File: src/rtl/ffba_pkg.sv
package ffba_pkg;

  localparam int DATA_W  = 32;
  localparam int STAT_W  = 2;
  localparam int FREED_W = 11;
  localparam int ENT_W   = 3;

  // entry bits of the block table
  localparam int ENT_TAKEN = 0;
  localparam int ENT_FIRST = 1;
  localparam int ENT_NEXT  = 2;

  // operation codes
  localparam logic OP_ALLOC = 1'b0;
  localparam logic OP_FREE  = 1'b1;

  // result status codes
  localparam logic [STAT_W-1:0] ST_OK    = 2'd0;
  localparam logic [STAT_W-1:0] ST_NOMEM = 2'd1;
  localparam logic [STAT_W-1:0] ST_INVAL = 2'd2;

  typedef struct packed {
    logic              clr;
    logic              load;
    logic              scan;
    logic              mark;
    logic              walk_start;
    logic              walk;
    logic              res_load;
    logic [STAT_W-1:0] res_status;
  } cmd_t;

  typedef struct packed {
    logic clr_last;
    logic size_bad;
    logic found;
    logic scan_end;
    logic mark_last;
    logic div_done;
    logic free_bad;
    logic not_head;
    logic walk_end;
    logic out_free;
  } sts_t;

endpackage

File: src/rtl/ffba_req_if.sv
interface ffba_req_if import ffba_pkg::*; ();
  logic              valid;
  logic              ready;
  logic              operation;
  logic [DATA_W-1:0] size_bytes;
  logic [DATA_W-1:0] free_address;

  modport source (output valid, output operation, output size_bytes, output free_address,
                  input ready);
  modport sink (input valid, input operation, input size_bytes, input free_address,
                output ready);
endinterface

File: src/rtl/ffba_rsp_if.sv
interface ffba_rsp_if import ffba_pkg::*; ();
  logic               valid;
  logic               ready;
  logic [DATA_W-1:0]  alloc_address;
  logic [STAT_W-1:0]  status;
  logic [FREED_W-1:0] freed_blocks;

  modport source (output valid, output alloc_address, output status, output freed_blocks,
                  input ready);
  modport sink (input valid, input alloc_address, input status, input freed_blocks,
                output ready);
endinterface

File: src/rtl/ffba_div.sv
module ffba_div import ffba_pkg::*; #(
  parameter int DIVISOR = 4096
) (
  input  logic              clk,
  input  logic              rst,
  input  logic              start,
  input  logic [DATA_W-1:0] dividend_a,
  input  logic [DATA_W-1:0] dividend_b,
  output logic              done,
  output logic [DATA_W-1:0] quot,
  output logic              rem_zero
);

  // reciprocal multiply: floor(x / DIVISOR) = (x * MAGIC) >> SH for any 32-bit x
  localparam int                SH    = DATA_W + $clog2(DIVISOR);
  localparam int                MW    = DATA_W + 1;
  localparam int                PW    = DATA_W + MW;
  localparam logic [63:0]       MAG64 = ((64'd1 << SH) + 64'(DIVISOR) - 64'd1) / 64'(DIVISOR);
  localparam logic [MW-1:0]     MAGIC = MW'(MAG64);
  localparam logic [DATA_W-1:0] DIV_C = DATA_W'(DIVISOR);

  logic [1:0]        step;
  logic [DATA_W-1:0] a_q;
  logic [DATA_W-1:0] b_q;
  logic [DATA_W-1:0] qa;
  logic [DATA_W-1:0] mul_in;
  logic [PW-1:0]     prod;

  // step 1 multiplies dividend a, step 2 dividend b, step 3 checks the remainder of a
  assign mul_in = (step == 2'd1) ? a_q : b_q;

  always_ff @(posedge clk) begin
    if (rst) begin
      step <= '0;
    end else if (start) begin
      step <= 2'd1;
    end else if (step != '0) begin
      step <= step + 2'd1;
    end
  end

  always_ff @(posedge clk) begin
    if (start) begin
      a_q <= dividend_a;
      b_q <= dividend_b;
    end
    if (step == 2'd1 || step == 2'd2) begin
      prod <= PW'(mul_in) * PW'(MAGIC);
    end
    if (step == 2'd2) begin
      qa <= DATA_W'(prod >> SH);
    end
    if (step == 2'd3) begin
      quot     <= DATA_W'(prod >> SH);
      rem_zero <= (a_q == qa * DIV_C);
    end
  end

  assign done = (step == '0);

endmodule

File: src/rtl/ffba_ctrl.sv
module ffba_ctrl import ffba_pkg::*; (
  input  logic clk,
  input  logic rst,
  input  logic req_valid,
  input  logic req_op,
  output logic req_ready,
  input  sts_t sts,
  output cmd_t cmd
);

  typedef enum logic [6:0] {
    S_CLEAR = 7'b0000001,
    S_IDLE  = 7'b0000010,
    S_SCAN  = 7'b0000100,
    S_MARK  = 7'b0001000,
    S_DIV   = 7'b0010000,
    S_WALK  = 7'b0100000,
    S_RESP  = 7'b1000000
  } state_t;

  state_t            state, state_next;
  logic [STAT_W-1:0] status_q, status_q_next;

  always_ff @(posedge clk) begin
    if (rst) begin
      state    <= S_CLEAR;
      status_q <= ST_OK;
    end else begin
      state    <= state_next;
      status_q <= status_q_next;
    end
  end

  always_comb begin
    state_next     = state;
    status_q_next  = status_q;
    cmd            = '0;
    cmd.res_status = status_q;
    req_ready      = 1'b0;
    unique case (state)
      S_CLEAR: begin
        cmd.clr = 1'b1;
        if (sts.clr_last) begin
          state_next = S_IDLE;
        end
      end
      S_IDLE: begin
        req_ready = 1'b1;
        if (req_valid) begin
          cmd.load   = 1'b1;
          state_next = (req_op == OP_FREE) ? S_DIV : S_SCAN;
        end
      end
      S_SCAN: begin
        cmd.scan = 1'b1;
        if (sts.size_bad || (!sts.found && sts.scan_end)) begin
          status_q_next = ST_NOMEM;
          state_next    = S_RESP;
        end else if (sts.found) begin
          state_next = S_MARK;
        end
      end
      S_MARK: begin
        cmd.mark = 1'b1;
        if (sts.mark_last) begin
          status_q_next = ST_OK;
          state_next    = S_RESP;
        end
      end
      S_DIV: begin
        if (sts.div_done) begin
          if (sts.free_bad) begin
            status_q_next = ST_INVAL;
            state_next    = S_RESP;
          end else begin
            cmd.walk_start = 1'b1;
            state_next     = S_WALK;
          end
        end
      end
      S_WALK: begin
        cmd.walk = 1'b1;
        if (sts.not_head) begin
          status_q_next = ST_INVAL;
          state_next    = S_RESP;
        end else if (sts.walk_end) begin
          status_q_next = ST_OK;
          state_next    = S_RESP;
        end
      end
      S_RESP: begin
        if (sts.out_free) begin
          cmd.res_load = 1'b1;
          state_next   = S_IDLE;
        end
      end
      default: begin
        state_next = S_CLEAR;
      end
    endcase
  end

endmodule

File: src/rtl/ffba_datapath.sv
module ffba_datapath import ffba_pkg::*; #(
  parameter int NUM_BLOCKS  = 1024,
  parameter int BLOCK_BYTES = 4096
) (
  input  logic               clk,
  input  logic               rst,
  input  logic               cfg_wr_en,
  input  logic [DATA_W-1:0]  cfg_wr_data,
  input  logic               req_op,
  input  logic [DATA_W-1:0]  req_size,
  input  logic [DATA_W-1:0]  req_addr,
  input  cmd_t               cmd,
  output sts_t               sts,
  input  logic               rsp_ready,
  output logic               rsp_valid,
  output logic [DATA_W-1:0]  rsp_addr,
  output logic [STAT_W-1:0]  rsp_status,
  output logic [FREED_W-1:0] rsp_freed
);

  localparam int          IW         = $clog2(NUM_BLOCKS);
  localparam int          CNT_W      = $clog2(NUM_BLOCKS + 1);
  localparam int          FW         = (CNT_W > FREED_W) ? CNT_W : FREED_W;
  localparam int          RB_W       = DATA_W + 1;
  localparam logic [63:0] HEAP_BYTES = 64'(NUM_BLOCKS) * 64'(BLOCK_BYTES);
  localparam logic [IW-1:0] LAST_IDX = IW'(NUM_BLOCKS - 1);

  logic [DATA_W-1:0] base;
  logic              op_q;
  logic [DATA_W-1:0] size_q;
  logic [DATA_W-1:0] addr_q;

  logic [ENT_W-1:0]  mem [NUM_BLOCKS];
  logic [ENT_W-1:0]  rd_data;
  logic [IW-1:0]     ptr;
  logic [IW-1:0]     chk;
  logic              rd_vld;

  logic [RB_W-1:0]   run_bytes;
  logic [RB_W-1:0]   nb;
  logic [IW-1:0]     head;
  logic [IW-1:0]     tail;
  logic [IW-1:0]     wptr;
  logic [DATA_W-1:0] prod;
  logic [CNT_W-1:0]  cnt;
  logic [FW-1:0]     cnt_ext;
  logic              head_chk;

  logic              we;
  logic [IW-1:0]     waddr;
  logic [ENT_W-1:0]  wdata;

  logic              div_done;
  logic              div_rz;
  logic [DATA_W-1:0] div_q;
  logic              walk_wr;

  always_ff @(posedge clk) begin
    if (rst) begin
      base <= '0;
    end else if (cfg_wr_en) begin
      base <= cfg_wr_data;
    end
  end

  always_ff @(posedge clk) begin
    if (cmd.load) begin
      op_q   <= req_op;
      size_q <= req_size;
      addr_q <= req_addr;
    end
  end

  // alignment check on the raw address, block index from the offset
  ffba_div #(.DIVISOR(BLOCK_BYTES)) u_div (
    .clk(clk), .rst(rst), .start(cmd.load), .dividend_a(req_addr),
    .dividend_b(req_addr - base), .done(div_done), .quot(div_q), .rem_zero(div_rz)
  );

  // table memory, one write and one registered read per cycle
  always_ff @(posedge clk) begin
    if (we) begin
      mem[waddr] <= wdata;
    end
    rd_data <= mem[ptr];
  end

  always_ff @(posedge clk) begin
    if (rst) begin
      ptr    <= '0;
      rd_vld <= 1'b0;
    end else if (cmd.load) begin
      ptr    <= '0;
      rd_vld <= 1'b0;
    end else if (cmd.walk_start) begin
      ptr    <= div_q[IW-1:0];
      rd_vld <= 1'b0;
    end else if (cmd.scan || cmd.walk) begin
      ptr    <= (ptr == LAST_IDX) ? ptr : ptr + IW'(1);
      rd_vld <= 1'b1;
    end
  end

  always_ff @(posedge clk) begin
    chk <= ptr;
  end

  assign nb = run_bytes + RB_W'(BLOCK_BYTES);

  always_comb begin
    sts.clr_last  = (wptr == LAST_IDX);
    sts.size_bad  = (size_q == '0) || (64'(size_q) > HEAP_BYTES);
    sts.found     = rd_vld && (rd_data == '0) && (nb >= {1'b0, size_q});
    sts.scan_end  = rd_vld && (chk == LAST_IDX);
    sts.mark_last = (wptr == tail);
    sts.div_done  = div_done;
    sts.free_bad  = !div_rz || (addr_q < base) || ({1'b0, div_q} >= 33'(NUM_BLOCKS));
    sts.not_head  = rd_vld && head_chk && !rd_data[ENT_FIRST];
    sts.walk_end  = rd_vld && (!rd_data[ENT_NEXT] || (chk == LAST_IDX));
    sts.out_free  = !rsp_valid || rsp_ready;
  end

  // first-fit run tracking
  always_ff @(posedge clk) begin
    if (cmd.load) begin
      run_bytes <= '0;
    end else if (cmd.scan && rd_vld) begin
      if (rd_data == '0) begin
        run_bytes <= nb;
        if (run_bytes == '0) begin
          head <= chk;
        end
      end else begin
        run_bytes <= '0;
      end
      if (sts.found) begin
        tail <= chk;
      end
    end
  end

  always_ff @(posedge clk) begin
    prod <= DATA_W'(64'(head) * 64'(BLOCK_BYTES));
  end

  always_ff @(posedge clk) begin
    if (rst) begin
      wptr <= '0;
    end else if (cmd.clr || cmd.mark) begin
      wptr <= wptr + IW'(1);
    end else if (cmd.scan && sts.found) begin
      wptr <= (run_bytes == '0) ? chk : head;
    end
  end

  assign walk_wr = cmd.walk && rd_vld && !sts.not_head;

  always_ff @(posedge clk) begin
    if (cmd.walk_start) begin
      cnt      <= '0;
      head_chk <= 1'b1;
    end else if (walk_wr) begin
      cnt      <= cnt + CNT_W'(1);
      head_chk <= 1'b0;
    end
  end

  always_comb begin
    we    = 1'b0;
    waddr = wptr;
    wdata = '0;
    if (cmd.clr) begin
      we = 1'b1;
    end else if (cmd.mark) begin
      we                = 1'b1;
      wdata[ENT_TAKEN] = 1'b1;
      wdata[ENT_FIRST] = (wptr == head);
      wdata[ENT_NEXT]  = (wptr != tail);
    end else if (walk_wr) begin
      we    = 1'b1;
      waddr = chk;
    end
  end

  assign cnt_ext = FW'(cnt);

  // output register
  always_ff @(posedge clk) begin
    if (rst) begin
      rsp_valid <= 1'b0;
    end else if (cmd.res_load) begin
      rsp_valid <= 1'b1;
    end else if (rsp_ready) begin
      rsp_valid <= 1'b0;
    end
  end

  always_ff @(posedge clk) begin
    if (cmd.res_load) begin
      rsp_status <= cmd.res_status;
      rsp_addr   <= (cmd.res_status == ST_OK && op_q == OP_ALLOC) ? base + prod : '0;
      rsp_freed  <= (cmd.res_status == ST_OK && op_q == OP_FREE) ? cnt_ext[FREED_W-1:0] : '0;
    end
  end

endmodule

File: src/rtl/first_fit_block_allocator_unit.sv
// channel  dir  handshake      payload
// cfg      in   cfg_wr_en      cfg_wr_data (base address of block zero)
// req      in   valid / ready  operation, size_bytes, free_address
// rsp      out  valid / ready  alloc_address, status, freed_blocks
//
// one request at a time; allocate scans the table for a free run, then marks the run,
// the scan reading one table entry per cycle
// free runs the multiply-based block-index divider, then walks the chain
// after rst the table is cleared one entry per cycle, req.ready low
// a result waiting in the output register does not block taking the next request
module first_fit_block_allocator_unit import ffba_pkg::*; #(
  parameter int NUM_BLOCKS  = 1024,
  parameter int BLOCK_BYTES = 4096
) (
  input  logic              clk,
  input  logic              rst,
  input  logic              cfg_wr_en,
  input  logic [DATA_W-1:0] cfg_wr_data,
  ffba_req_if.sink          req,
  ffba_rsp_if.source        rsp
);

  // command and status between sequencer and datapath
  cmd_t cmd;
  sts_t sts;

  // sequencer: clear pass, scan / mark for allocate, divide / walk for free
  ffba_ctrl u_ctrl (
    .clk       (clk),
    .rst       (rst),
    .req_valid (req.valid),
    .req_op    (req.operation),
    .req_ready (req.ready),
    .sts       (sts),
    .cmd       (cmd)
  );

  // block table, run tracking, index divider and result register
  ffba_datapath #(
    .NUM_BLOCKS  (NUM_BLOCKS),
    .BLOCK_BYTES (BLOCK_BYTES)
  ) u_dp (
    .clk         (clk),
    .rst         (rst),
    .cfg_wr_en   (cfg_wr_en),
    .cfg_wr_data (cfg_wr_data),
    .req_op      (req.operation),
    .req_size    (req.size_bytes),
    .req_addr    (req.free_address),
    .cmd         (cmd),
    .sts         (sts),
    .rsp_ready   (rsp.ready),
    .rsp_valid   (rsp.valid),
    .rsp_addr    (rsp.alloc_address),
    .rsp_status  (rsp.status),
    .rsp_freed   (rsp.freed_blocks)
  );

endmodule

File: src/flat_wrapper.sv
// flat-port wrapper written by rule: the top's interface ports become plain ports
module first_fit_block_allocator_unit_flat import ffba_pkg::*;
#(
  parameter int NUM_BLOCKS  = 1024,
  parameter int BLOCK_BYTES = 4096
)
  (clk, rst, cfg_wr_en, cfg_wr_data, req_valid, req_operation, req_size_bytes, req_free_address, req_ready, rsp_valid, rsp_alloc_address, rsp_status, rsp_freed_blocks, rsp_ready);
  ffba_req_if req_i ();
  ffba_rsp_if rsp_i ();
  input  logic clk;
  input  logic rst;
  input  logic cfg_wr_en;
  input  logic [DATA_W-1:0] cfg_wr_data;
  input wire logic [$bits(req_i.valid)-1:0] req_valid;
  input wire logic [$bits(req_i.operation)-1:0] req_operation;
  input wire logic [$bits(req_i.size_bytes)-1:0] req_size_bytes;
  input wire logic [$bits(req_i.free_address)-1:0] req_free_address;
  output wire logic [$bits(req_i.ready)-1:0] req_ready;
  output wire logic [$bits(rsp_i.valid)-1:0] rsp_valid;
  output wire logic [$bits(rsp_i.alloc_address)-1:0] rsp_alloc_address;
  output wire logic [$bits(rsp_i.status)-1:0] rsp_status;
  output wire logic [$bits(rsp_i.freed_blocks)-1:0] rsp_freed_blocks;
  input wire logic [$bits(rsp_i.ready)-1:0] rsp_ready;
  assign req_i.valid = req_valid;
  assign req_i.operation = req_operation;
  assign req_i.size_bytes = req_size_bytes;
  assign req_i.free_address = req_free_address;
  assign req_ready = req_i.ready;
  assign rsp_valid = rsp_i.valid;
  assign rsp_alloc_address = rsp_i.alloc_address;
  assign rsp_status = rsp_i.status;
  assign rsp_freed_blocks = rsp_i.freed_blocks;
  assign rsp_i.ready = rsp_ready;
  first_fit_block_allocator_unit #(.NUM_BLOCKS(NUM_BLOCKS), .BLOCK_BYTES(BLOCK_BYTES)) u_core (.clk(clk), .rst(rst), .cfg_wr_en(cfg_wr_en), .cfg_wr_data(cfg_wr_data), .req(req_i), .rsp(rsp_i));
endmodule
File: config.mk
export PLATFORM = sky130hd
export DESIGN_NAME = first_fit_block_allocator_unit_flat
export DESIGN_NICKNAME = d
export VERILOG_FILES = /design/src/rtl/ffba_pkg.sv /design/src/rtl/ffba_req_if.sv /design/src/rtl/ffba_rsp_if.sv /design/src/rtl/ffba_div.sv /design/src/rtl/ffba_ctrl.sv /design/src/rtl/ffba_datapath.sv /design/src/rtl/first_fit_block_allocator_unit.sv /design/src/flat_wrapper.sv
export SDC_FILE = /design/constraint.sdc
export NUM_CORES = 2
export LEC_CHECK = 0
export BUFFER_PORTS_ARGS = -buffer_cell sky130_fd_sc_hd__buf_2
export CORE_MARGIN = 10
export CORE_UTILIZATION = 49
export CTS_CLUSTER_DIAMETER = 60
export DETAILED_ROUTE_END_ITERATION = 7
export SLEW_MARGIN = 10
export SYNTH_ARGS = -nofsm -noshare
export SYNTH_HDL_FRONTEND = slang
export SYNTH_SLANG_ARGS = --single-unit
export TNS_END_PERCENT = 50
File: constraint.sdc
create_clock -name clk -period 93 [get_ports clk]
set_clock_uncertainty 0.1 [all_clocks]
set_input_delay 9.3 -clock clk [delete_from_list [all_inputs] [get_ports clk]]
set_output_delay 9.3 -clock clk [all_outputs]
set_load 0.005 [all_outputs]
# --- Yosys cells after proc, flatten, opt, wreduce, memory -nomap -nowiden ---
# Memory sizes are Yosys's and may differ from the RTL's. A register that Yosys moved wholly into a read port is not among the register bits.
# Index checks and enable logic that the tools add are counted.
totals:
  ff_bits: 365
  mem_bits_rw: 3072
  in_bits: 102
  output_inout_bits: 47
  elab_cells: 167
  n_memories: 1
memory_table:
  columns: ["name", "depth", "word_bits", "rd", "rd_ports_with_merged_regs", "write_ports", "line", "rtl"]
  rows:
  - ["u_core.u_dp.mem", 1024, 3, 1, 1, 1, "ffba_datapath.sv:33", "logic [ENT_W-1:0] mem [NUM_BLOCKS];"]
op_classes:
  add_sub_neg: 7
  order_cmp: 4
  n_eq_ne: 27
  n_mux: 53
  bitwise_logic: 2
  reduce_logical: 46
op_table:
  columns: ["cell", "n"]
  rows:
  - ["10-bit 2-to-1 mux", 9]
  - ["7-bit 2-to-1 mux", 10]
  - ["7-bit one-hot mux with 7 select lines", 1]
  - ["33-bit by 13-bit adder with 33-bit output (second input constant)", 1]
  - ["33-bit by 32-bit >= comparator with 1-bit output", 1]
  - ["33-bit zero test", 1]
  - ["33-bit 2-to-1 mux", 1]
  - ["32-bit by 22-bit adder with 32-bit output", 1]
  - ["32-bit equality test", 1]
  - ["32-bit by 23-bit greater-than comparator with 1-bit output (second input constant)", 1]
  - ["32-bit zero test", 1]
  - ["32-bit less-than comparator", 1]
  - ["32-bit 2-to-1 mux", 1]
  - ["32-bit subtractor", 1]
  - ["10-bit equality test (second input constant)", 3]
  - ["1-bit 2-to-1 mux", 21]
  - ["10-bit by 1-bit adder with 10-bit output (second input constant)", 2]
  - ["10-bit equality test", 2]
  - ["20-bit by 11-bit >= comparator with 1-bit output (second input constant)", 1]
  - ["1-bit logical AND", 13]
  - ["2-bit 2-to-1 mux", 6]
  - ["11-bit by 1-bit adder with 11-bit output (second input constant)", 1]
  - ["10-bit inequality test", 1]
  - ["2-bit by 1-bit inequality test with 1-bit output (second input constant)", 5]
  - ["other kinds (29)", 53]

# --- Longest topological paths before layout ---
logic_depth:
  word_depth: 9
  depth_mapped: 16
  ltp_nobuf: 15

# --- Hierarchy ---
# Synthesis repeated with hierarchy kept, for this count alone.
hier_totals:
  cells_unflattened: 7784
  hier_area_um2: 140056.8
modules_own_cells:
  columns: ["module", "instances", "cells_each", "area_each_um2", "seq_area_each_um2"]
  rows:
  - ["ffba_datapath", 1, 7500, 135187.2, 98354.3]
  - ["ffba_div", 1, 192, 4097.7, 3433.3]
  - ["ffba_ctrl", 1, 92, 772.0, 180.2]

# --- Worst setup path after synthesis ---
# Ideal clock, no wire load.
synth_path:
  kind: "reg2reg"
  startpoint: "register u_core.u_ctrl.state[4]"
  endpoint: "memory u_core.u_dp.mem[0][1] (data pin)"
  setup_time_ps: 10588
  t_arrival_ps: 67895
  t_required_ps: 82312
  slack_ps: 14417
  path_stages_with_launch: 6
  n_path_buf: 0
  synth_period_minus_slack_ps: 78583
  cell_sequence: "dfxtp_1 > nor4_1 > nor2b_1 > and2_1 > nand2_1 > nor4_1"
synth_via:
  elab_chain_cells: 4
  word_cells_on_any_way: 6
  classes_between: "2 x eq/ne; 4 x mux"
synth_rtl:
  columns: ["item", "line", "rtl"]
  rows:
  - ["from (decl)", "ffba_ctrl.sv:21", "state_t state, state_next;"]
  - ["from (signal assigned)", "ffba_ctrl.sv:29", "state <= state_next;"]
  - ["7-bit by 4-bit equality test with 1-bit output", "ffba_ctrl.sv:40", "unique case (state)"]
  - ["1-bit 2-to-1 mux", "ffba_ctrl.sv:40", null]
  - ["3-bit 2-to-1 mux", "ffba_datapath.sv:174", "end else if (cmd.mark) begin"]
  - ["3-bit 2-to-1 mux *", "ffba_datapath.sv:172", "if (cmd.clr) begin"]
  - ["named net u_core.u_dp.wdata[1]", "ffba_datapath.sv:51", "logic [ENT_W-1:0] wdata;"]
  - ["to (decl)", "ffba_datapath.sv:33", null]
# Mark *: on every way through the listed nets, which the timed path passes. The rest lies on a longest branch.

# --- Worst setup path in the final report ---
layout_path:
  startpoint: "register u_core.u_ctrl.state[6]"
  endpoint: "output port req_ready"
layout_via:
  elab_chain_cells: 2
layout_rtl:
  columns: ["item", "line", "rtl"]
  rows:
  - ["7-bit by 2-bit equality test with 1-bit output", "ffba_ctrl.sv:40", null]
  - ["1-bit 2-to-1 mux", "ffba_ctrl.sv:40", null]
  - ["to (decl)", "flat_wrapper.sv:18", "output wire logic [$bits(req_i.ready)-1:0] req_ready;"]
# Every way passes these cells.

==> out/metrics.cfg <==
[critical_path]
path_max_fanout=4
arrival_ns=2.04
required_ns=83.60
crit_type=register to primary output
cp-end-kind=primary output
start_kind=register

[sta]
slew_violations=0
finalHoldViolCount=0
worst_pin_slew_ns=1.26
max_freq_ghz=0.0874
min_period_ns=11.44
finalSetupViolCount=0
relSlewSlack_pct=15.9
hold_slack_ns=0.323
fin_crit_sh_pct=12.3
rsz0062_at_grt=false
fin_tns_setup_ns=0

[global_routing]
grt_use_met2_pct=39.3
antenna_found_initial=23
gr-usage-met1_pct=35.7
grt_max_degree=222
grt_pass1_vias=76000
grt_pass1_wl_um=566000
grt-ovfl-total=0
grt.met3_usage_pct=5.56
grt-busiest-layer=met2
grtUsageTotal_pct=25.4

[clock_tree]
clk_pin_slew_ns=0.06
clock_latency_ns=0.93
clkSinkCount=3404
clock-root-buffer=clkbuf_16
cts-resized-gates=0
cts_buffers=358
cts_tree=done
htreeDepth=5
clockBufferDepth=4
cts_hold_buf=0
cts_setup_buffers=0

[floorplan]
rows=195
core_area_um2=283000
start_util_pct=49.3
dieHeight_um=553
ios=149
die_area_um2=306000
die_w_um=553

[synthesis]
synth_edf_count=3283
synth_top_flop_cell=edfxtp_1
ys_warn_count=0
synth-seq-area-share_pct=72.5
synth_nets=8017
syn_inst=7813
syn_area_per_cell_um2=17.8
ys_seq_elements=3404
synth.distinct_cells=93
async_reset_ff_share_pct=0
synth_area_um2=139000

[route]
antenna_left=0
drt-wirelength-per-cell_um=33.2
drtIter0Drc=10900
via_per_inst=6.34
vias=76300
finalWirelength_um=399000
firstDrtPassIters=6
route.detailed.drc=0

[place]
hpwl_um=235000
globalplace.congestion=0.853
port_buffers=148

[finish]
area_growth_pct=11.6
drive_above_1_share_pct=19.3
nNetsFinal=8190
fillCellCount=21700
fin_util_pct=55.0

[flow_run]
drv_cap=0

[power_and_ir_drop]
peakVddDrop_uv=16.0
powerDensity_nw_per_um2=21.2
leakagePower_nw=44.8

[worst_hold_path]
hp-class=register to register

[outcome]
status=complete, no violations

routing by layer:
layer / vias up / share of wire, %
met5: - / 0
met4: 0 / 4.2
met3: 703 / 10
met2: 4193 / 46
met1: 39900 / 40
li1: 31400 / -
Yosys cell counts, drive strengths merged, types with 29 or more instances:
master / number / area [µm²]
o221ai: 36 / 315
nor4: 35 / 219
a221oi: 34 / 335
nand3: 69 / 350
edfxtp: 3283 / 98600
nand2b: 37 / 231
mux2: 37 / 417
xor2: 49 / 429
buf: 272 / 2190
and2: 33 / 206
o22ai: 57 / 357
inv: 85 / 319
nand4: 34 / 213
o21ai: 86 / 434
a31oi: 29 / 181
nand2: 237 / 895
a22oi: 110 / 826
nor2: 1224 / 4600
nor3: 87 / 445
xnor2: 56 / 490
mux2i: 270 / 2700
dfxtp: 121 / 2420
ha: 101 / 1260
mux4: 723 / 16700
clkbuf: 257 / 1090
a21oi: 172 / 861
stage by stage:
stage / cell area [µm²] / cells / total power (W) / worst slack (ns)
after floorplan: 139000 / 7813 / 0.00180 / 14.42
after global placement: 143000 / 11400 / 0.00185 / 80.78
after detailed placement: 143000 / 11400 / 0.00185 / 80.72
after CTS: 155000 / 12000 / 0.00331 / 81.49
after global routing: 155000 / 12000 / 0.00338 / 81.43
final: 155000 / 12000 / 0.00329 / 81.56
report_power, final:
part | internal [W] | switching [W]
Clock | 0.000864 | 0.000604
Combinational | 0.0000484 | 0.0000895
Sequential | 0.00167 | 0.0000131
critical path, cell delays in order (launching register included):
cell      delay (ns)
dfxtp_1         0.33
nor3_2          0.28
nand4b_1        0.19
inv_1           0.17
buf_2           0.14
final cells by class:
class	count	area [µm²]	area share, %
antenna	4	10.0	0.00644
clock buffer	441	9470	6.09
inverter	86	330	0.212
multi-input combinational	3793	35000	22.5
timing repair buffer	343	2390	1.54
tap	3743	4680	3.01
clock inverter	213	2540	1.63
sequential	3404	101000	65.0
path summary, 6_finish.rpt:
check                                      startpoint                        endpoint  slack, ns  depth (start not counted)
setup / recovery  u_core.u_ctrl.state[6]$_SDFFE_PP0P_                       req_ready      81.56                          4
hold / removal          u_core.u_dp.head[8]$_DFFE_PP_    u_core.u_dp.prod[20]$_DFF_P_       0.32                          0
setup reg to reg      u_core.u_dp.ptr[1]$_SDFFE_PP0P_  u_core.u_dp.rd_data[2]$_DFF_P_      86.25                         11
hold reg to reg         u_core.u_dp.head[8]$_DFFE_PP_    u_core.u_dp.prod[20]$_DFF_P_       0.32                          0
logic make-up after synthesis:
logic type	after synthesis	share of synthesized area, %
buf+inv	616	2.59
simple gates	1860	5.65
fa+ha+maj	102	0.922
mux	1030	14.3
compound gates	696	3.40
flops	3404	72.5
xor+xnor	105	0.660
cells in the final DEF, fill, tap and decap left out, types with 15 or more instances in the layout:
master,instances
edfxtp_1,3283
nor2_1,1217
mux4_2,600
clkbuf_16,365
mux2i_1,270
nand2_1,211
buf_4,180
a21oi_1,171
buf_2,148
mux4_1,123
dfxtp_1,113
a22oi_1,110
ha_1,101
nor3_1,85
inv_1,81
o21ai_0,80
clkbuf_1,71
clkinv_1,67
nand3_1,62
o22ai_1,57
xnor2_1,56
clkinv_2,50
xor2_1,49
bufinv_16,49
mux2_2,37
o221ai_1,36
nor4_1,34
nand4_1,34
nand2b_1,30
and2_1,30
a31oi_1,29
a221oi_1,28
a211oi_1,27
or3_1,23
a21o_1,22
a22o_1,22
o211ai_1,19
and3_1,17
nor2b_1,15
buf_12,15
sequential cells by signal, summed over array words and instances, names as in the netlist, 2 cells and up:
signal / cells
u_core.u_dp.base: 32
u_core.u_dp.prod: 10
u_core.u_dp.u_div.qa: 20
u_core.u_dp.u_div.step: 2
u_core.u_dp.rd_data: 3
u_core.u_dp.u_div.a_q: 32
u_core.u_dp.size_q: 32
u_core.u_dp.wptr: 10
u_core.u_dp.rsp_status: 2
u_core.u_ctrl.status_q: 2
u_core.u_dp.u_div.quot: 20
u_core.u_dp.head: 10
u_core.u_dp.rsp_addr: 32
u_core.u_dp.rsp_freed: 11
u_core.u_dp.chk: 10
u_core.u_dp.tail: 10
u_core.u_dp.ptr: 10
u_core.u_dp.u_div.b_q: 20
u_core.u_ctrl.state: 7
u_core.u_dp.run_bytes: 21
u_core.u_dp.cnt: 11
u_core.u_dp.mem: 3072
u_core.u_dp.u_div.prod: 20
(Power assumes the default switching activity.)
